<file path="src/rtl/assert_macros.svh">
// Assertion helpers: clocked property with asynchronous active-low reset.
`ifndef ASSERT_MACROS_SVH
`define ASSERT_MACROS_SVH

// Check prop at every rising edge of clk while rst_n is high.
`define SOA_ASSERT(label, clk, rst_n, prop, msg) \
	label: assert property (@(posedge clk) disable iff (!rst_n) (prop)) \
		else $error(msg);

// Check that trig implies cond in the next cycle.
`define SOA_ASSERT_NEXT(label, clk, rst_n, trig, cond, msg) \
	label: assert property (@(posedge clk) disable iff (!rst_n) (trig) |=> (cond)) \
		else $error(msg);

`endif

</file>
<file path="src/rtl/soa_pkg.sv">
package soa_pkg;

	localparam int SLABS        = 8;
	localparam int MAX_OBJECTS  = 256;
	localparam int SLAB_BYTES   = 4096;
	localparam int HEADER_BYTES = 24;

	localparam int SLAB_W = 3;
	localparam int OBJ_W  = 8;
	localparam int CNT_W  = 9;
	localparam int ADDR_W = 15;
	localparam int SIZE_W = 12;
	localparam int D_W    = SIZE_W + 1;
	localparam int DIV_W  = $clog2(SLAB_BYTES + 1);
	localparam int MEM_AW = SLAB_W + OBJ_W;

	localparam logic [SIZE_W-1:0] OBJ_SIZE_RST = SIZE_W'(64);

	localparam logic CMD_ALLOC = 1'b0;
	localparam logic CMD_FREE  = 1'b1;
	localparam logic ST_DONE   = 1'b0;
	localparam logic ST_OOM    = 1'b1;

	typedef struct packed {
		logic cfg_we;
		logic ld_in;
		logic do_free;
		logic scan_step;
		logic decide;
		logic pop;
		logic rdat;
		logic mul;
		logic add;
		logic ld_out;
	} soa_cmd_t;

	typedef struct packed {
		logic div_busy;
		logic scan_last;
		logic oom;
	} soa_stat_t;

endpackage

</file>
<file path="src/rtl/soa_ctrl.sv">
module soa_ctrl
	import soa_pkg::*;
(
	input  logic      clk,
	input  logic      arst_n,
	input  logic      in_valid,
	input  logic      in_cmd,
	output logic      in_ready,
	input  logic      cfg_valid,
	output logic      cfg_ready,
	input  logic      out_ready,
	output logic      out_valid,
	input  soa_stat_t stat,
	output soa_cmd_t  cmd
);

	localparam logic [3:0] S_IDLE   = 4'd0;
	localparam logic [3:0] S_FREE   = 4'd1;
	localparam logic [3:0] S_SCAN   = 4'd2;
	localparam logic [3:0] S_DECIDE = 4'd3;
	localparam logic [3:0] S_POP    = 4'd4;
	localparam logic [3:0] S_RDAT   = 4'd5;
	localparam logic [3:0] S_MUL    = 4'd6;
	localparam logic [3:0] S_ADD    = 4'd7;
	localparam logic [3:0] S_OUT    = 4'd8;

	logic [3:0] state_q;
	logic [3:0] state_nx;
	logic       out_valid_q;
	logic       slot_free;
	logic       in_xfer;

	// a pending size write takes the idle slot before any input transfer
	assign cfg_ready = (state_q == S_IDLE) && !stat.div_busy;
	assign in_ready  = cfg_ready && !cfg_valid;
	assign in_xfer   = in_valid && in_ready;
	assign slot_free = !out_valid_q || out_ready;

	always_comb begin
		cmd           = '0;
		cmd.cfg_we    = cfg_valid && cfg_ready;
		cmd.ld_in     = in_xfer;
		state_nx      = state_q;
		unique case (state_q)
			S_IDLE: begin
				if (in_xfer) begin
					state_nx = (in_cmd == CMD_FREE) ? S_FREE : S_SCAN;
				end
			end
			S_FREE: begin
				cmd.do_free = 1'b1;
				state_nx    = S_MUL;
			end
			S_SCAN: begin
				cmd.scan_step = 1'b1;
				if (stat.scan_last) begin
					state_nx = S_DECIDE;
				end
			end
			S_DECIDE: begin
				cmd.decide = 1'b1;
				state_nx   = stat.oom ? S_OUT : S_POP;
			end
			S_POP: begin
				cmd.pop  = 1'b1;
				state_nx = S_RDAT;
			end
			S_RDAT: begin
				cmd.rdat = 1'b1;
				state_nx = S_MUL;
			end
			S_MUL: begin
				cmd.mul  = 1'b1;
				state_nx = S_ADD;
			end
			S_ADD: begin
				cmd.add  = 1'b1;
				state_nx = S_OUT;
			end
			S_OUT: begin
				if (slot_free) begin
					cmd.ld_out = 1'b1;
					state_nx   = S_IDLE;
				end
			end
			default: state_nx = S_IDLE;
		endcase
	end

	always_ff @(posedge clk or negedge arst_n) begin
		if (!arst_n) begin
			state_q     <= S_IDLE;
			out_valid_q <= 1'b0;
		end else begin
			state_q <= state_nx;
			if (cmd.ld_out) begin
				out_valid_q <= 1'b1;
			end else if (out_ready) begin
				out_valid_q <= 1'b0;
			end
		end
	end

	assign out_valid = out_valid_q;

endmodule

</file>
<file path="config.mk">
export PLATFORM = sky130hd
export DESIGN_NAME = soa_ctrl
export DESIGN_NICKNAME = d
export VERILOG_FILES = /design/src/rtl/assert_macros.svh /design/src/rtl/soa_pkg.sv /design/src/rtl/soa_ctrl.sv
export SDC_FILE = /design/constraint.sdc
export NUM_CORES = 1
export LEC_CHECK = 0
export ABC_AREA = 0
export BUFFER_PORTS_ARGS = -buffer_cell sky130_fd_sc_hd__buf_2
export CORE_AREA = 2 2 39 41
export CTS_CLUSTER_DIAMETER = 80
export DETAILED_ROUTE_END_ITERATION = 8
export DIE_AREA = 0 0 41 43
export SLEW_MARGIN = 20
export SYNTH_ARGS = -nofsm -noshare
export SYNTH_HDL_FRONTEND = slang
export SYNTH_SLANG_ARGS = --single-unit
</file>
<file path="constraint.sdc">
create_clock -name clk -period 1.8 [get_ports clk]
set_input_delay 0.09 -clock clk [delete_from_list [all_inputs] [get_ports clk]]
set_output_delay 0.09 -clock clk [all_outputs]
set_load 0.01 [all_outputs]
</file>
=== Word-level counts from Yosys, hierarchy flattened ===
Index checks and enable logic that the tools add are counted.

* Mux-type cells: 17
* Reductions and logical operators: 12
* Equality and inequality tests: 11

{| class="wikitable"
|+ Operator list
! kind !! count
|-
| 4-bit case mux with 8 select lines || 1
|-
| 4-bit by 3-bit equality test with 1-bit output (second input constant) || 4
|-
| 4-bit 2-to-1 mux || 4
|-
| 1-bit 2-to-1 mux || 11
|-
| 4-bit by 2-bit equality test with 1-bit output (second input constant) || 2
|-
| 2-bit != test (second input constant) || 3
|-
| 4-bit by 1-bit equality test with 1-bit output (second input constant) || 1
|-
| 4-bit equality test (second input constant) || 1
|-
| 1-bit logical AND || 4
|-
| 4-bit zero test || 1
|-
| 1-bit zero test || 3
|-
| 3-bit AND reduction || 1
|-
| 2-bit 2-to-1 mux || 1
|-
| 2-bit nonzero test || 1
|-
| 2-bit OR reduction || 1
|-
| 1-bit logical OR || 1
|}

* Input port bits: 9
* Register bits: 5
* Word-level logic and storage cells: 42

=== Logic depth before layout (Yosys ltp) ===
* Depth in word-level cells: 6
* Mapped depth: 4
* Mapped depth without buffers: 4

=== Worst setup path before layout ===
Ideal clock, no wire load.

* Path kind: register -> output
* Start point: register state_q[1]
* End point: output port cmd[8] (netlist name)
* Path slack: 0.308 ns
* Buffers on the path: 1
* Required time: 1.710 ns
* Stages on the path, launching flop included: 5
* Arrival time: 1.402 ns
* Path through: dfrtp_1 > or2_4 > or4_4 > nor3b_2 > buf_4

* Longest elaborated chain between the ends: 4

{| class="wikitable"
|+ Ends and longest elaborated chain
! what !! line !! RTL
|-
| start: declaration || soa_ctrl.sv:27 || <nowiki>logic [3:0] state_q;</nowiki>
|-
| start signal: assignment || soa_ctrl.sv:95 || <nowiki>state_q <= state_nx;</nowiki>
|-
| 4-bit zero test || soa_ctrl.sv:34 || <nowiki>assign cfg_ready = (state_q == S_IDLE) && !stat.div_busy;</nowiki>
|-
| 1-bit logical AND || soa_ctrl.sv:34 ||
|-
| 1-bit logical AND || soa_ctrl.sv:35 || <nowiki>assign in_ready = cfg_ready && !cfg_valid;</nowiki>
|-
| 1-bit logical AND || soa_ctrl.sv:36 || <nowiki>assign in_xfer = in_valid && in_ready;</nowiki>
|-
| end: declaration || soa_ctrl.sv:14 || <nowiki>output soa_cmd_t cmd</nowiki>
|}

No other way between the ends.

==> impl_metrics.py <==
metrics = {
    "run_status": {
        "status": "complete, no violations",
    },
    "yosys": {
        "ys_seq_area_share_pct": 37.6,
        "synth_area_leaders": "dfrtp_1 38%, nor2_1 9.0%, nor3_1 6.0%",
        "syn_area_sq_um": 333,
        "yosysTopAreaCellShare_pct": 37.6,
        "synth_cells": 40,
        "yosysTopAreaCell": "dfrtp_1",
        "syn_nets": 49,
        "syn_area_per_cell_sq_um": 8.32,
        "synth_cell_type_count": 22,
        "synthTopCellsByCount": "8 x nor2_1, 5 x dfrtp_1, 4 x nor3_1",
        "synthArstFlopShare_pct": 100,
        "synth-edff-count": 0,
        "synth-main-ff-cell": "dfrtp_1",
        "synth_most_common_cell": "nor2_1",
        "yosys_warnings": 0,
        "ys_ff_latch": 5,
    },
    "cts": {
        "h-tree-depth": 1,
        "path_clk_slew_ps": 40,
        "cts_sinks": 5,
        "cts_tree": "yes",
        "cts_buffer_depth": 2,
        "clk_latency_ps": 240,
        "cts-root-buf": "clkbuf_4",
        "cts_buffers": 3,
    },
    "finish": {
        "fin_area_sq_um": 504,
        "finalNetCount": 75,
        "fill_cells": 166,
        "syn2layout_area_growth_pct": 51.5,
        "n_antenna_cell": 0,
        "multi_input_area_sq_um": 191,
        "fin_util_pct": 36.4,
        "final_cells": 81,
        "layout-drive-gt1-share_pct": 50.8,
        "seq_area_sq_um": 126,
    },
    "run": {
        "max_cap_violations": 0,
    },
    "die": {
        "io_pins": 22,
        "die_h_microns": 43,
        "die_w_microns": 41,
        "initial_core_util_pct": 24.1,
        "core_area_sq_um": 1380,
        "rows": 14,
        "die_area_sq_um": 1760,
    },
    "global_routing": {
        "overflow": 0,
        "antenna_found_initial": 0,
        "track_usage_pct": 9.80,
        "grt_max_degree": 11,
        "grt_pass1_wl_microns": 1150,
        "grt_pass1_vias": 293,
    },
    "timing": {
        "period_needed_ps": 1760,
        "rsz0062_at_grt": "yes",
        "max_freq_mhz": 570,
        "fin_skew_ps": 1.80,
        "setup_viol": 0,
        "finalSetupTns_ps": 0,
        "drv_slew": 0,
        "hold_viol": 0,
        "max_slew_margin_pct": 79.8,
        "fin_crit_sh_pct": 97.5,
        "worstMarginPinSlew_ps": 302,
    },
    "placement": {
        "place_hpwl_microns": 592,
        "placed_area_sq_um": 443,
        "io_buffers": 21,
        "place_inst": 74,
        "gp_congestion": 0.692,
    },
    "routing": {
        "wl_per_cell_microns": 9.68,
        "vias_per_cell": 4.40,
        "route.met2.wl_microns": 357,
        "wl_microns": 784,
        "top_layer_used": "met3",
        "drt-initial-drc-count": 2,
        "m1WireLength_microns": 352,
        "antenna_left": 0,
        "route.detailed.drc": 0,
        "drt_first_pass_iters": 3,
        "dr_wl_met3_microns": 75,
        "num_vias": 356,
    },
    "pwr": {
        "vdd_drop_max_v": 0.000541,
        "power.leakage_nw": 0.271,
        "powerDensity_nw_per_um2": 1530,
    },
    "setup_path": {
        "r2r_start": "state_q[0]",
        "path_class": "reg -> out",
        "arrival_ps": 1670,
        "worst_setup_path_start_kind": "flop",
        "r2r_end": "state_q[3]",
        "regToRegSetupSlack_ps": 390,
        "crit_fanout": 7,
        "worstPathRequired_ps": 1710,
        "r2r_cells": 3,
        "crit_end": "cmd[8]",
        "endpoint_kind": "output port",
        "startpoint": "state_q[0]",
    },
    "worst_hold_path": {
        "hold_class": "in -> reg",
        "hold_depth": 3,
    },
}
-- where the power goes --
part,switching (mW),internal [mW],total [mW]
sequential,0.0780,0.164,0.242
combinational,0.197,0.206,0.403
clock,0.0420,0.0836,0.126
total,0.317,0.453,0.771
-- area by class of cell --
type                       instances  share of cell area (%)
clock buffer                       4                    5.21
inverter                           1                   0.744
multi-input combinational         31                    38.0
sequential                         5                    25.1
tap                               16                    3.97
timing repair buffer              24                    27.0
-- worst max-delay path, cell delays in order, from the launching register on --
cell and delay (ps):
dfrtp_2 440, or2_4 250, or4_4 440, nor3b_2 160, buf_2 140
-- state kept, by name (all words and copies together) (netlist names) --
| name | count |
|---|---|
| state_q | 4 |
| out_valid | 1 |
-- placed cells by master, fill, tap and decap left out --
| cell type | count |
|---|---|
| buf_2 | 20 |
| nor2_1 | 8 |
| nor3_1 | 4 |
| dfrtp_1 | 4 |
| nand2b_1 | 3 |
| clkbuf_4 | 3 |
| nand2_1 | 2 |
| buf_4 | 2 |
| or2_4 | 1 |
| or2b_1 | 1 |
| or4_4 | 1 |
| nor3b_2 | 1 |
| or3b_2 | 1 |
| nor2b_1 | 1 |
| inv_2 | 1 |
| and2_4 | 1 |
| nor3b_1 | 1 |
| a21oi_1 | 1 |
| a211oi_1 | 1 |
| and2b_1 | 1 |
| a221oi_1 | 1 |
| o22ai_1 | 1 |
| o32ai_1 | 1 |
| clkbuf_1 | 1 |
| dlygate4sd3_1 | 1 |
| buf_6 | 1 |
| dfrtp_2 | 1 |
-- per-layer routing --
layer | GRT usage, % | vias to the layer above
met4 | 8.00 | 0
met1 | 12.5 | 154
met2 | 12.8 | 14
met5 | 0 | -
li1 | - | 188
met3 | 3.14 | 0
-- per-stage QoR --
step	setup slack (ps)	power, mW	hold slack (ps)
floorplan	308	0.484	-206
global placement	280	0.598	-92.9
detailed placement	244	0.601	-92.7
CTS	3.06	0.751	146
global route	-22.9	0.847	153
finish	44.4	0.771	146
-- logic make-up after synthesis --
family	Yosys count	share of synthesized area (%)
compound gates	5	10.9
buf+inv	4	5.64
simple gates	26	45.9
flops	5	37.6
-- how the worst min path moves through the flow --
stage | start | end | slack, ps
after global routing | out_ready | out_valid | 150
after global placement | arst_n | state_q[1] | -90
after CTS | out_ready | out_valid | 150
final | out_ready | out_valid | 150
after detailed placement | arst_n | state_q[1] | -90
after floorplan | arst_n | out_valid | -210
-- what timing repair did --
action                                 4_1_cts  5_1_grt
gates cloned                                 0        0
endpoints found under the hold margin        5        0
resized for setup                            0        3
setup endpoints to repair                    1        3
setup buffers                                1        1
pin swaps                                    0        1
hold buffers                                 1        0
(Power assumes the default switching activity.)
